## config.mk

```make
export PLATFORM = sky130hd
export DESIGN_NAME = x87_register_stack_subset_top
export DESIGN_NICKNAME = d
export VERILOG_FILES = /design/src/hw/rtl/x87rs_pkg.sv /design/src/hw/rtl/x87_register_stack_subset_top.sv
export SDC_FILE = /design/constraint.sdc
export NUM_CORES = 1
export LEC_CHECK = 0
export BUFFER_PORTS_ARGS = -buffer_cell sky130_fd_sc_hd__buf_2
export CORE_MARGIN = 10
export CORE_UTILIZATION = 54
export DETAILED_ROUTE_END_ITERATION = 10
export MAX_ROUTING_LAYER = met4
export PLACE_DENSITY_LB_ADDON = 0.12
export SLEW_MARGIN = 20
export SYNTH_ARGS = -nofsm -noshare
export SYNTH_HDL_FRONTEND = slang
export SYNTH_SLANG_ARGS = --single-unit
```

## constraint.sdc

```tcl
create_clock -name clock -period 5.4 [get_ports clock]
set_input_delay 0.27 -clock clock [delete_from_list [all_inputs] [get_ports clock]]
set_output_delay 0.27 -clock clock [all_outputs]
set_load 0.03 [all_outputs]
```

## src/hw/rtl/x87rs_pkg.sv

```systemverilog
package x87rs_pkg;

   typedef enum logic [2:0] {
      KIND_LOAD      = 3'd0,
      KIND_STORE_POP = 3'd1,
      KIND_PUSH_ONE  = 3'd2,
      KIND_PUSH_ZERO = 3'd3,
      KIND_COPY_POP  = 3'd4,
      KIND_INIT      = 3'd5
   } kind_type;

   localparam logic [1:0]  TAG_VALID = 2'd0;
   localparam logic [1:0]  TAG_ZERO  = 2'd1;
   localparam logic [1:0]  TAG_EMPTY = 2'd3;

   localparam logic [15:0] TAG_WORD_RESET = 16'hFFFF;
   localparam logic [63:0] MANT_ONE       = 64'h8000_0000_0000_0000;
   localparam logic [15:0] SE_ONE         = 16'h3FFF;
   localparam logic [14:0] EXP_EXT_MAX    = 15'h7FFF;
   localparam logic [22:0] QNAN_BIT       = 23'h40_0000;
   // extended bias minus single bias
   localparam logic [14:0] BIAS_DIFF      = 15'd16256;
   // smallest extended exponent that overflows single precision
   localparam logic [14:0] EXP_OVF_MIN    = 15'd16511;

   typedef struct packed {
      logic [15:0] se;
      logic [63:0] mant;
   } freg_type;

   function automatic freg_type widen(input logic [31:0] f);
      freg_type   r;
      logic       s;
      logic [7:0] e;
      logic [22:0] fr;
      s  = f[31];
      e  = f[30:23];
      fr = f[22:0];
      if (e == 8'd0 && fr == 23'd0) begin
         r.se   = {s, 15'd0};
         r.mant = 64'd0;
      end else if (e == 8'hFF) begin
         r.se   = {s, EXP_EXT_MAX};
         r.mant = (fr == 23'd0) ? MANT_ONE : {1'b0, fr | QNAN_BIT, 40'd0};
      end else begin
         r.se   = {s, {7'd0, e} + BIAS_DIFF};
         r.mant = {1'b1, fr, 40'd0};
      end
      return r;
   endfunction

   // truncating conversion to single precision
   function automatic logic [31:0] narrow(input freg_type r);
      logic        s;
      logic [14:0] e;
      logic [14:0] eb;
      logic [31:0] res;
      s  = r.se[15];
      e  = r.se[14:0];
      eb = e - BIAS_DIFF;
      if (e <= BIAS_DIFF) begin
         res = {s, 31'd0};
      end else if (e >= EXP_OVF_MIN) begin
         res = {s, 8'hFF, 23'd0};
      end else begin
         res = {s, eb[7:0], r.mant[62:40]};
      end
      return res;
   endfunction

endpackage

```

## src/hw/rtl/x87_register_stack_subset_top.sv

```systemverilog
// Eight-entry x87 register stack subset. Each item is one stack instruction and
// gives exactly one result item carrying the new top pointer and tag word, plus
// the narrowed single-precision value and address for a store-and-pop. The
// register contents live in a synchronous register file with a registered read:
// the top entry is read when an item is taken, and the execute state then
// converts, writes back and updates top and tags. No new item is taken while
// one is in the execute state. A finished result waits in the output register
// without blocking the next item from being taken; that item then waits in the
// execute stage until the output register frees up. Init resets top and tags
// only, the register contents stay.
module x87_register_stack_subset_top (
   input  logic        clock,
   input  logic        reset,
   input  logic        req_valid,
   output logic        req_stall,
   input  logic [2:0]  req_kind,
   input  logic [2:0]  req_reg_index,
   input  logic [31:0] req_load_data,
   input  logic [19:0] req_mem_address,
   output logic        rsp_valid,
   input  logic        rsp_stall,
   output logic        rsp_store_valid,
   output logic [19:0] rsp_store_address,
   output logic [31:0] rsp_store_data,
   output logic [2:0]  rsp_stack_top,
   output logic [15:0] rsp_tag_bits
);
   import x87rs_pkg::*;

   typedef enum logic {
      ST_IDLE,
      ST_EXEC
   } state_type;

   state_type   state_ff;
   logic [2:0]  top_ff, top_in;
   logic [15:0] tag_ff, tag_in;

   kind_type    kind_ff;
   logic [2:0]  idx_ff;
   logic [31:0] data_ff;
   logic [19:0] addr_ff;

   logic [63:0] mant_mem [8];
   logic [15:0] se_mem   [8];
   freg_type    rd_ff;

   logic        rsp_valid_ff;
   logic        rsp_store_valid_ff, rsp_store_valid_in;
   logic [19:0] rsp_store_address_ff, rsp_store_address_in;
   logic [31:0] rsp_store_data_ff, rsp_store_data_in;

   logic        accept;
   logic        done;
   logic        wr_en;
   logic [2:0]  wr_addr;
   freg_type    wr_data;
   freg_type    ld_reg;
   logic [1:0]  ld_tag;
   logic [2:0]  push_top;
   logic [2:0]  pop_top;
   logic [2:0]  dst;

   assign req_stall = (state_ff == ST_EXEC);
   assign accept    = req_valid && !req_stall;
   assign done      = (state_ff == ST_EXEC) && (!rsp_valid_ff || !rsp_stall);

   assign ld_reg   = widen(data_ff);
   assign ld_tag   = (ld_reg.mant == 64'd0 && ld_reg.se[14:0] == 15'd0) ? TAG_ZERO : TAG_VALID;
   assign push_top = top_ff - 3'd1;
   assign pop_top  = top_ff + 3'd1;
   assign dst      = top_ff + idx_ff;

   always_comb begin
      top_in               = top_ff;
      tag_in               = tag_ff;
      wr_en                = 1'b0;
      wr_addr              = push_top;
      wr_data              = ld_reg;
      rsp_store_valid_in   = 1'b0;
      rsp_store_address_in = 20'd0;
      rsp_store_data_in    = 32'd0;
      case (kind_ff)
         KIND_LOAD: begin
            top_in                       = push_top;
            wr_en                        = 1'b1;
            tag_in[{push_top, 1'b0} +: 2] = ld_tag;
         end
         KIND_STORE_POP: begin
            rsp_store_valid_in          = 1'b1;
            rsp_store_address_in        = addr_ff;
            rsp_store_data_in           = narrow(rd_ff);
            tag_in[{top_ff, 1'b0} +: 2] = TAG_EMPTY;
            top_in                      = pop_top;
         end
         KIND_PUSH_ONE: begin
            top_in                        = push_top;
            wr_en                         = 1'b1;
            wr_data.se                    = SE_ONE;
            wr_data.mant                  = MANT_ONE;
            tag_in[{push_top, 1'b0} +: 2] = TAG_VALID;
         end
         KIND_PUSH_ZERO: begin
            top_in                        = push_top;
            wr_en                         = 1'b1;
            wr_data.se                    = 16'd0;
            wr_data.mant                  = 64'd0;
            tag_in[{push_top, 1'b0} +: 2] = TAG_ZERO;
         end
         KIND_COPY_POP: begin
            wr_en                       = 1'b1;
            wr_addr                     = dst;
            wr_data                     = rd_ff;
            tag_in[{dst, 1'b0} +: 2]    = tag_ff[{top_ff, 1'b0} +: 2];
            // pop last so a copy onto itself still leaves the top empty
            tag_in[{top_ff, 1'b0} +: 2] = TAG_EMPTY;
            top_in                      = pop_top;
         end
         KIND_INIT: begin
            top_in = 3'd0;
            tag_in = TAG_WORD_RESET;
         end
         default: begin
         end
      endcase
   end

   // register file: read the top when an item is taken, write back on completion
   always_ff @(posedge clock) begin
      if (done && wr_en) begin
         mant_mem[wr_addr] <= wr_data.mant;
         se_mem[wr_addr]   <= wr_data.se;
      end
      if (accept) begin
         rd_ff.mant <= mant_mem[top_ff];
         rd_ff.se   <= se_mem[top_ff];
      end
   end

   always_ff @(posedge clock) begin
      if (accept) begin
         kind_ff <= kind_type'(req_kind);
         idx_ff  <= req_reg_index;
         data_ff <= req_load_data;
         addr_ff <= req_mem_address;
      end
   end

   always_ff @(posedge clock) begin
      if (reset) begin
         state_ff     <= ST_IDLE;
         top_ff       <= 3'd0;
         tag_ff       <= TAG_WORD_RESET;
         rsp_valid_ff <= 1'b0;
      end else begin
         // a new result replaces one that leaves on the same edge
         rsp_valid_ff <= done || (rsp_valid_ff && rsp_stall);
         case (state_ff)
            ST_IDLE: begin
               if (accept) begin
                  state_ff <= ST_EXEC;
               end
            end
            ST_EXEC: begin
               if (done) begin
                  state_ff             <= ST_IDLE;
                  top_ff               <= top_in;
                  tag_ff               <= tag_in;
                  rsp_store_valid_ff   <= rsp_store_valid_in;
                  rsp_store_address_ff <= rsp_store_address_in;
                  rsp_store_data_ff    <= rsp_store_data_in;
               end
            end
            default: begin
               state_ff <= ST_IDLE;
            end
         endcase
      end
   end

   assign rsp_valid         = rsp_valid_ff;
   assign rsp_store_valid   = rsp_store_valid_ff;
   assign rsp_store_address = rsp_store_address_ff;
   assign rsp_store_data    = rsp_store_data_ff;
   assign rsp_stack_top     = top_ff;
   assign rsp_tag_bits      = tag_ff;

   a_accept_to_exec: assert property (@(posedge clock) disable iff (reset)
      accept |=> state_ff == ST_EXEC)
      else $error("taken item did not enter execute");

   a_result_from_exec: assert property (@(posedge clock) disable iff (reset)
      $rose(rsp_valid_ff) |-> $past(state_ff == ST_EXEC))
      else $error("result appeared without an executed item");

   a_store_pops_empty: assert property (@(posedge clock) disable iff (reset)
      rsp_valid_ff && rsp_store_valid_ff |->
         tag_ff[{top_ff - 3'd1, 1'b0} +: 2] == TAG_EMPTY)
      else $error("store-and-pop left the old top tagged in use");

endmodule

```

## Yosys cells after proc, flatten, opt, wreduce, memory -nomap -nowiden

Memories as Yosys holds them, arrays and structs flattened. A register that Yosys moved wholly into a read port is not among the register bits.
Index checks and enable logic that the tools add are counted.

- Flip-flop bits (word level): 132
- Bits in writable memories: 640
- Input bits: 62
- Word-level logic and storage cells: 91
- Memories kept: 2

Memories:

| name | words | bits a word | read ports | clocked after Yosys merged registers in | write ports | RTL line | source |
|---|---|---|---|---|---|---|---|
| mant_mem | 8 | 64 | 1 | 1 | 1 | x87_register_stack_subset_top.sv:44 | `logic [63:0] mant_mem [8];` |
| se_mem | 8 | 16 | 1 | 1 | 1 | x87_register_stack_subset_top.sv:45 | `logic [15:0] se_mem [8];` |

- Add/sub/neg operators: 8
- $lt $le $gt $ge: 2
- Equal/unequal tests: 6
- Shift operators: 9
- Mux-type cells: 22
- Bitwise logic cells: 3
- Reduce and logical (&&, ||, !) cells: 26

Operator list:

| cell | count |
|---|---|
| 80-bit one-hot mux with 3 select lines | 1 |
| 79-bit 2-to-1 mux | 2 |
| 16-bit bitwise mux | 6 |
| 16-bit one-hot mux with 6 select lines | 1 |
| 64-bit logical NOT | 1 |
| 64-bit 2-to-1 mux | 1 |
| 2-bit by 6-bit variable shift with 16-bit output (first input constant) | 3 |
| 2-bit by 6-bit variable part select with 16-bit output (first input constant) | 3 |
| 2-bit by 6-bit variable part select with 16-bit output | 2 |
| 31-bit 2-to-1 mux | 1 |
| 23-bit logical NOT | 1 |
| 4-bit negation with 6-bit output | 3 |
| 16-bit by 5-bit variable part select with 2-bit output | 1 |
| 8-bit by 14-bit adder with 15-bit output (second input constant) | 1 |
| 15-bit greater-or-equal comparator (second input constant) | 1 |
| 15-bit by 14-bit less-or-equal comparator with 1-bit output (second input constant) | 1 |
| 15-bit logical NOT | 1 |
| 3-bit one-hot mux with 3 select lines | 1 |
| 3-bit AND reduction | 3 |
| 8-bit equality test (second input constant) | 1 |
| 8-bit logical NOT | 1 |
| 8-bit subtractor (second input constant) | 1 |
| 1-bit 2-to-1 mux | 7 |
| 3-bit by 2-bit equality test with 1-bit output (second input constant) | 2 |
| other kinds (17) | 30 |

## Depth between registers and ports, before layout

Gate-level depths: netlist of the first run.

- Depth in word-level cells: 10
- Mapped depth: 12
- Depth with buffers taken out: 10

## Least setup slack after synthesis of the first run

No wires, ideal clock.

- Path type: register -> register
- From: register state_ff (netlist: req_stall)
- To: register addr_ff[0] (enable)
- Data arrival time: 4.733 ns
- Data required time: 4.837 ns
- Slack: 0.104 ns
- Cell stages (with the launch flop): 2
- Clock period less this slack: 5.296 ns
- Path through: dfxtp_1 -> nor2b_1

- Word-level cells in the longest chain between the ends: 2

Ends and longest elaborated chain:

| element | RTL line | source |
|---|---|---|
| start: declaration | x87_register_stack_subset_top.sv:35 | `state_type state_ff;` |
| start signal: assignment | x87_register_stack_subset_top.sv:151 | `state_ff <= ST_IDLE;` |
| start signal: assignment | x87_register_stack_subset_top.sv:161 | `state_ff <= ST_EXEC;` |
| start signal: assignment | x87_register_stack_subset_top.sv:166 | `state_ff <= ST_IDLE;` |
| 1-bit logical NOT | x87_register_stack_subset_top.sv:65 | `assign accept = req_valid && !req_stall;` |
| 1-bit logical AND | x87_register_stack_subset_top.sv:65 |  |
| net accept | x87_register_stack_subset_top.sv:53 | `logic accept;` |
| end signal: assignment | x87_register_stack_subset_top.sv:145 | `addr_ff <= req_mem_address;` |
| end: declaration | x87_register_stack_subset_top.sv:42 | `logic [19:0] addr_ff;` |

The timed path passes the listed nets, and every way through them passes these cells.
A chain may end at the register's enable or synchronous reset.

==> impl_metrics.toml, run 1 <==
[worst_setup_path]
cp-end-kind = "flop"
criticalPathCategory = "flop to flop"
crit_arrival_ns = 4.48
startpoint_type = "flop"
critPathRequiredTime_ns = 5.91
cp_max_fo = 45

[place]
dp_cells = 1734
hpwl_um = 27520
place_area_sq_um = 21010
port_buffers = 135
place.gp.congestion = 0.9161

[clocking]
clock_sinks = 483
cts_tree = "done"
cts_buffer_depth = 3
post_cts_buffers = 0
clkLatencyLatePin_ns = 0.57
cts_max_level = 2
cts-root-buf = "clkbuf_16"
cts-buffers-inserted = 49
clkTransAtPathRegs_ns = 0.06

[synth]
ys.flop_type = "edfxtp_1"
syn-instance-count = 1172
ys.warnings.count = 0
synth_edf_count = 462
syn_area_sq_um = 19710
synth_fp_nets = 1248
seq_area_frac_synth_pct = 72.54
synthArstFlopShare_pct = 0
ys_seq_elements = 483
yosys.cell_types.count = 68
syn_avg_cell_area_sq_um = 16.81

[status]
status = "finished, final reports clean"

[job]
max_cap_violations = 0

[power]
power.density_nw_per_um2 = 367.1
p_leak_uw = 0.007917
ir_drop_mv = 0.2680

[die]
core_area_sq_um = 35830
io_pins = 136
die-area_sq_um = 44530
die_w_um = 211.0
rows = 69
fp.dieH_um = 211.0
start_util_pct = 55.00

[drt]
vias = 11460
firstDrtPassIters = 7
drt.antenna.violating_nets = 0
wl_per_cell_um = 25.22
viasPerCell = 6.074
drcViolationCount = 0
detail_route.iter0.violations = 1039
wl_um = 47570

[global_routing]
grt_max_degree = 63
track_usage_pct = 22.12
busiest_layer = "met2"
antenna_found_initial = 2
grt_pass1_vias = 11690
gr-usage-met1_pct = 28.98
met2_usage_pct = 34.34
grt_pass1_wl_um = 72750
overflow = 0
grt_util_met3_pct = 4.496

[final_layout]
fin_nets = 1460
fillCellCount = 2446
layout.cells.non_filler = 1886
area_delta_synth_final_pct = 17.65
drive_gt1_share_pct = 24.95
fin_area_sq_um = 23180

[sta]
post-route-period-util_pct = 73.45
skew_ns = 0.01652
slew_violations = 0
tightest_slew_ns = 1.265
post-route-min-period_ns = 3.966
fmax_ghz = 0.2521
hold_viol_final = 0
rsz0062_at_grt = "false"
setup_viol = 0
tns_ns = 0
relSlewSlack_pct = 14.94

[worst_hold_path]
min_path_type = "input port to flop"
## per-layer routing
metal	part of all wire [%]	vias up	routed length [um]
met3	8.3	88	3951
met5	0	-	0
met2	47	503	22570
met4	2.6	0	1250
li1	-	5079	-
met1	42	5786	19800
## power breakdown
part           switching (uW)  internal (uW)  total, uW
sequential               93.7           4290       4380
clock                    1360           1930       3300
combinational             524            307        831
total                    1980           6530       8510
## worst max-delay path: stages, from the launching register on
cell and delay, ns:
dfxtp_4 0.82, inv_1 0.30, ha_1 0.27, ha_1 0.56, ha_1 0.46, a31oi_1 0.74
a211oi_1 0.16, or4_1 0.49, nand4_1 0.09
## logic make-up after synthesis
logic type,synth area share (%)
compound gates,6.451
xor+xnor,0.1270
flops,72.54
buf+inv,1.549
mux,10.52
fa+ha+maj,0.9779
simple gates,7.835
## final timing paths
check	from	end	slack (ns)	depth (start not counted)
setup reg to reg	rsp_stack_top[1]$_SDFFE_PP0P_	flop	1.43	8
hold reg to reg	rsp_tag_bits[15]$_SDFFE_PP1P_	rsp_tag_bits[15]$_SDFFE_PP1P_	0.51	2
hold / removal	reset	rsp_stack_top[2]$_SDFFE_PP0P_	0.12	2
setup / recovery	rsp_stack_top[1]$_SDFFE_PP0P_	flop	1.43	8
## placed cells by master, fill, tap and decap left out, types with 16 or more instances in the layout
| master | n |
|---|---|
| buf_2 | 135 |
| a22o_1 | 20 |
| dlygate4sd3_1 | 60 |
| nor2_1 | 32 |
| clkbuf_16 | 50 |
| buf_4 | 27 |
| nand2_1 | 147 |
| a21oi_1 | 25 |
| mux4_2 | 82 |
| o21ai_0 | 30 |
| nand3_1 | 16 |
| and2_1 | 47 |
| dfxtp_1 | 18 |
| edfxtp_1 | 462 |
## state kept, by name, summed over array words and instances (netlist names), 8 cells and up, named ones only
register           cells
rd_ff                 39
rsp_tag_bits           8
se_mem               128
mant_mem             184
rsp_store_data        32
rsp_store_address     20
data_ff               32
addr_ff               20
## synth_stat cells, types with 4 or more instances
cell | n | area [sq um]
buf_2 | 13 | 65.06
nor2_1 | 41 | 153.9
a21oi_1 | 25 | 125.1
nand4_1 | 9 | 56.30
nand2_1 | 147 | 551.8
mux2_2 | 13 | 146.4
o311ai_0 | 4 | 35.03
o211ai_1 | 9 | 67.56
nor3b_1 | 4 | 30.03
mux2i_1 | 8 | 80.08
nor2b_1 | 4 | 25.02
nor4_1 | 12 | 75.07
edfxtp_1 | 462 | 13870
o22ai_1 | 9 | 56.30
inv_1 | 11 | 41.29
ha_1 | 13 | 162.7
a31oi_1 | 11 | 68.82
mux4_2 | 82 | 1847
and2_1 | 47 | 294.0
o21ai_0 | 30 | 150.1
nand3_1 | 16 | 80.08
a21o_1 | 11 | 82.58
a211oi_1 | 6 | 45.04
dfxtp_1 | 21 | 420.4
nor3_1 | 10 | 50.05
o21a_1 | 13 | 97.59
clkbuf_1 | 42 | 157.7
buf_1 | 5 | 18.77
nand2b_1 | 8 | 50.05
o32ai_1 | 4 | 35.03
a22o_1 | 20 | 175.2
o31a_1 | 4 | 35.03
## cell type report
cell class | count | area, sq um | share of cell area (%)
diodes | 2 | 5.005 | 0.02159
clock buffers | 61 | 1292 | 5.575
clock inverters | 29 | 271.5 | 1.171
inverters | 15 | 56.30 | 0.2429
multi-input cells | 613 | 5199 | 22.43
flip-flops and latches | 483 | 14300 | 61.70
well taps | 461 | 576.8 | 2.488
repair buffers | 222 | 1479 | 6.380
## through the flow
| stage | hold WS, ns | setup slack (ns) | power (uW) | util (%) |
|---|---|---|---|---|
| detailed placement | 0.4481 | 1.482 | 5252 | 58.65 |
| global placement | 0.4474 | 1.490 | 5237 | 58.65 |
| finish | 0.1219 | 1.434 | 8510 | 64.70 |
| global route | 0.1209 | 1.146 | 8805 | 64.70 |
| floorplan | 0.3689 | 0.1040 | 4979 | - |
| CTS | 0.09568 | 1.474 | 8572 | 64.69 |
## what timing repair did
item,in CTS,in global routing
hold buffers,60,0
endpoints found under the hold margin,60,0
gates resized for setup,0,0
(Power assumes the default switching activity.)
==> run 2, diff against run 1 <==
Settings changed: CORE_UTILIZATION 54 to 60.
Clock period 5.4 ns to 4.1 ns, I/O delays scaled along.
==> impl_metrics.toml, run 2 (synthesis results as in run 1) <==
[drt]
wl_um = 47880
firstDrtPassIters = 5
drcViolationCount = 0
vias = 11670
drt.antenna.violating_nets = 0
viasPerCell = 6.230
wl_per_cell_um = 25.56
detail_route.iter0.violations = 1184

[die]
die-area_sq_um = 40490
fp.dieH_um = 201.2
io_pins = 136
start_util_pct = 60.72
core_area_sq_um = 32450
rows = 66
die_w_um = 201.2

[worst_setup_path]
cp.buffers_inverters = 2
max_stage_delay_ns = 0.77
cp_slowest_cell = "nor2_4"
crit_arrival_ns = 3.66
startpoint_type = "flop"
cp.depth = 7
path_cells = "ha_1, inv_1, fa_1, a21oi_1, nand2b_1, nor2_4, buf_4"
rrSetupSlack_ns = 0.68
r2r_cells = 7
r2r-end = "mant_mem[0][45]$_DFFE_PP_"
cp_max_fo = 25
crit_family = "simple AND/OR/NAND/NOR gates"
r2r-start = "rsp_stack_top[0]$_SDFFE_PP0P_"
critPathRequiredTime_ns = 4.33
criticalPathCategory = "flop to flop"
cp-end-kind = "flop"

[final_layout]
largest_register_ff_count = 184
insertedDiodeCount = 0
layout_common_cells = "edfxtp_1, nand2_1, buf_2, mux4_2, dlygate4sd3_1"
final_common_cell = "edfxtp_1"
fin_area_sq_um = 23200
multi_input_area_sq_um = 5199
fin_nets = 1473
seq_area_sq_um = 14300
fillCellCount = 2102
largest_register = "mant_mem"
area_delta_synth_final_pct = 17.75
reg_top3 = "mant_mem x184, se_mem x128, rd_ff x39"
drive_gt1_share_pct = 25.58
layout.cells.non_filler = 1873

[sta]
skew_ns = 0.01074
rsz0062_at_grt = "false"
tightest_slew_ns = 1.034
setup_viol = 0
slew_violations = 0
hold_viol_final = 0
relSlewSlack_pct = 31.10
fmax_ghz = 0.2921
post-route-period-util_pct = 83.50
post-route-min-period_ns = 3.423

[job]
max_cap_violations = 0

[clocking]
cts-root-buf = "clkbuf_16"
clock_sinks = 483
cts-buffers-inserted = 48
clkLatencyLatePin_ns = 0.55
cts_buffer_depth = 3
cts_tree = "done"
clkTransAtPathRegs_ns = 0.06
cts_max_level = 2
cts_resized = 0

[global_routing]
grt_pass1_wl_um = 73720
overflow = 0
grt_pass1_vias = 11980
antenna_found_initial = 0
grt_max_degree = 94
track_usage_pct = 24.13

[place]
place.gp.congestion = 0.9674
dp_cells = 1729
port_buffers = 135
hpwl_um = 27890
place_area_sq_um = 21160

[power]
power_switching_uw = 2597
p_sw_share_pct = 23.73
combPwrFrac_pct = 10.5
internal-power_uw = 8346
power.density_nw_per_um2 = 471.6
p_leak_uw = 0.007941
seqPwrFrac_pct = 52.5
p_clk_share_pct = 37.0
ir_drop_mv = 0.3911

[status]
status = "finished, final reports clean"

[worst_hold_path]
worstHoldPathCells = 2
worstHoldStart = "reset"
min_path_type = "input port to flop"
hold_path_end = "rsp_stack_top[0]$_SDFFE_PP0P_"
run 2: cell types whose count changed in the layout (fill, tap and decap cells not counted), sizes merged:
cell / delta
bufinv: -3
clkinvlp: +1
buf: +14
clkbuf: -6
inv: +1
clkinv: +1
diode: -2
run 2: worst max-delay path by stage:
stage                             startpoint                         to  slack, ns
2_1_floorplan  rsp_stack_top[1]$_SDFFE_PP0P_  mant_mem[1][40]$_DFFE_PP_      -0.75
3_3_place_gp   rsp_stack_top[0]$_SDFFE_PP0P_  mant_mem[0][40]$_DFFE_PP_       0.70
3_5_place_dp   rsp_stack_top[0]$_SDFFE_PP0P_    se_mem[0][15]$_DFFE_PP_       0.69
4_1_cts        rsp_stack_top[0]$_SDFFE_PP0P_  mant_mem[0][49]$_DFFE_PP_       0.66
5_1_grt        rsp_stack_top[0]$_SDFFE_PP0P_  mant_mem[0][44]$_DFFE_PP_       0.54
6_report       rsp_stack_top[0]$_SDFFE_PP0P_  mant_mem[0][45]$_DFFE_PP_       0.68
run 2: power groups by stage:
stage               Sequential, uW  Clock (uW)  Combinational [uW]
floorplan                     5880           0                 680
global placement              5840           0                1090
detailed placement            5840           0                1100
CTS                           5740        4120                1150
global route                  5750        4320                1250
finish                        5740        4050                1150
run 2: area by class of cell:
cell class	count	area share, %
Clock buffer	55	5.290
Timing Repair Buffer	236	7.096
Inverter	15	0.2427
Sequential cell	483	61.64
Tap cell	442	2.383
Multi-Input combinational cell	613	22.40
Clock inverter	29	0.9437
run 2: layer usage:
| metal | up-vias | track usage [%] | part of all wire [%] |
|---|---|---|---|
| met1 | 5883 | 32.73 | 42 |
| met4 | 0 | 7.087 | 2.8 |
| met2 | 579 | 37.43 | 48 |
| met5 | - | - | 0 |
| li1 | 5103 | - | - |
| met3 | 103 | 4.000 | 7.7 |
run 2: through the flow:
| stage | hold slack [ns] | setup TNS [ns] | power [uW] | setup WS (ns) | util [%] |
|---|---|---|---|---|---|
| 2_1_floorplan | 0.3039 | -62.56 | 6556 | -0.7547 | - |
| 3_3_place_gp | 0.3819 | 0 | 6926 | 0.7004 | 65.19 |
| 3_5_place_dp | 0.3832 | 0 | 6940 | 0.6909 | 65.19 |
| 4_1_cts | 0.05659 | 0 | 11000 | 0.6562 | 71.50 |
| 5_1_grt | 0.08531 | 0 | 11310 | 0.5369 | 71.50 |
| 6_report | 0.08188 | 0 | 10940 | 0.6766 | 71.50 |
run 2: repair_timing:
action	in CTS	in global routing
endpoints found under the hold margin	60	0
setup buffers	0	0
hold buffers	60	0
==> run 3, diff against run 2 <==
Clock period 4.1 ns to 3.4 ns, I/O delays scaled along.
==> impl_metrics.toml, run 3 (synthesis results as in run 1) <==
[status]
status = "finished, final reports clean"

[place]
place.gp.congestion = 0.9453
dp_cells = 1738
port_buffers = 135
hpwl_um = 27500

[final_layout]
layout.cells.non_filler = 1885
reg_top3 = "mant_mem x184, se_mem x128, rd_ff x39"
largest_register_ff_count = 184
fin_nets = 1484
largest_register = "mant_mem"
final_common_cell = "edfxtp_1"
area_delta_synth_final_pct = 19.00
layout_common_cells = "edfxtp_1, nand2_1, buf_2, mux4_2, dlygate4sd3_1"
final_util_pct = 72.26
drive_gt1_share_pct = 25.50
insertedDiodeCount = 0

[sta]
tightest_slew_ns = 1.084
post-route-min-period_ns = 3.063
slew_violations = 0
skew_ns = 0.01719
relSlewSlack_pct = 27.71
tns_ns = 0
post-route-period-util_pct = 90.08
setup_viol = 0
fmax_ghz = 0.3265
rsz0062_at_grt = "false"
hold_ws_ns = 0.3172
hold_viol_final = 0

[power]
p_total_uw = 13410
ir_drop_mv = 0.4308
power.density_nw_per_um2 = 572.0
p_leak_uw = 0.008041

[clocking]
clkLatencyLatePin_ns = 0.56
cts_resized = 0
cts_tree = "done"
clock_sinks = 483
cts-root-buf = "clkbuf_16"
post_cts_buffers = 0
cts_max_level = 2
hold_buffers = 62
cts_buffer_depth = 3
clkTransAtPathRegs_ns = 0.06
cts-buffers-inserted = 48

[global_routing]
overflow = 0
antenna_found_initial = 0
grt_max_degree = 98
track_usage_pct = 23.87
grt_pass1_vias = 11920
grt_pass1_wl_um = 72390

[worst_setup_path]
startpoint_type = "flop"
crit_arrival_ns = 3.51
crit_top_cell = "ha_1"
criticalPathCategory = "flop to flop"
cp_slowest_cell = "a2111oi_2"
cp-end-kind = "flop"
cp_max_fo = 6
critPathRequiredTime_ns = 3.85
path_cells = "ha_1, inv_1, fa_2, xor3_2, ha_1, nand2b_1, a2111oi_2, mux2_2, o21ai_0, nand4_1"
max_stage_delay_ns = 0.43

[drt]
detail_route.iter0.violations = 1213
vias = 11670
wl_per_cell_um = 25.03
drcViolationCount = 0
viasPerCell = 6.193
firstDrtPassIters = 5
wl_um = 47180
drt.antenna.violating_nets = 0

[die]
rows = 66
die_w_um = 201.2
core_area_sq_um = 32450
io_pins = 136
die-area_sq_um = 40490
start_util_pct = 60.72
fp.dieH_um = 201.2

[job]
max_cap_violations = 0

[worst_hold_path]
min_path_type = "input port to flop"
## run 3: changes by cell type in the layout (fill, tap and decap cells not counted), moves of 2 or more
cell,delta
buf_12,+6
clkinv_2,-9
dlygate4sd3_1,+2
buf_4,+3
clkbuf_1,+7
clkinv_1,+3
bufinv_16,+3
clkinvlp_4,-2
## run 3: stage by stage
| stage | area (sq um) | setup slack [ns] |
|---|---|---|
| final | 23450 | 0.3372 |
| after global routing | 23450 | 0.1343 |
| after CTS | 23440 | 0.3495 |
| after detailed placement | 21310 | 0.3705 |
| after global placement | 21310 | 0.3999 |
| after floorplan | 19790 | 0.003251 |
## run 3: final cells by class
type | instances | area [sq um]
multi-input combinational | 613 | 5218
inverter | 15 | 56.30
fill | 2000 | 9004
sequential | 483 | 14300
clock inverter | 22 | 232.7
tap | 442 | 553.0
clock buffer | 63 | 1279
timing repair buffer | 247 | 1809
## run 3: path summary, 6_finish.rpt
| kind | from | to | slack (ns) | depth (start not counted) |
|---|---|---|---|---|
| max | rsp_stack_top[0]$_SDFFE_PP0P_ | flop | 0.34 | 10 |
| min | req_load_data[21] | data_ff[21]$_DFFE_PP_ | 0.32 | 2 |
| max reg2reg | rsp_stack_top[0]$_SDFFE_PP0P_ | flop | 0.34 | 10 |
| min reg2reg | addr_ff[0]$_DFFE_PP_ | rsp_store_address[0]$_SDFFCE_PN0P_ | 0.52 | 1 |
## run 3: metal layers
metal	GRT usage, %	vias to the layer above	wire (um)
met1	31.32	5880	19380
met5	-	-	0
met2	37.68	577	22870
met3	4.450	87	3775
li1	-	5130	-
met4	7.275	0	1147
## run 3: worst max-delay path, delay by kind of cell (launching register included)
kind	cells	cell delay [ns]
compound gates	2	0.59
xor+xnor	1	0.35
fa+ha+maj	3	0.94
buf+inv	1	0.06
flops	1	0.34
mux	1	0.37
simple gates	2	0.30
## run 3: where the power goes
group | internal (uW) | total, uW | leakage [uW] | switching (uW)
Clock | 3010 | 5090 | 0.000731 | 2070
Combinational | 529 | 1410 | 0.00288 | 878
Sequential | 6810 | 6920 | 0.00444 | 108
Total | 10400 | 13400 | 0.00804 | 3060
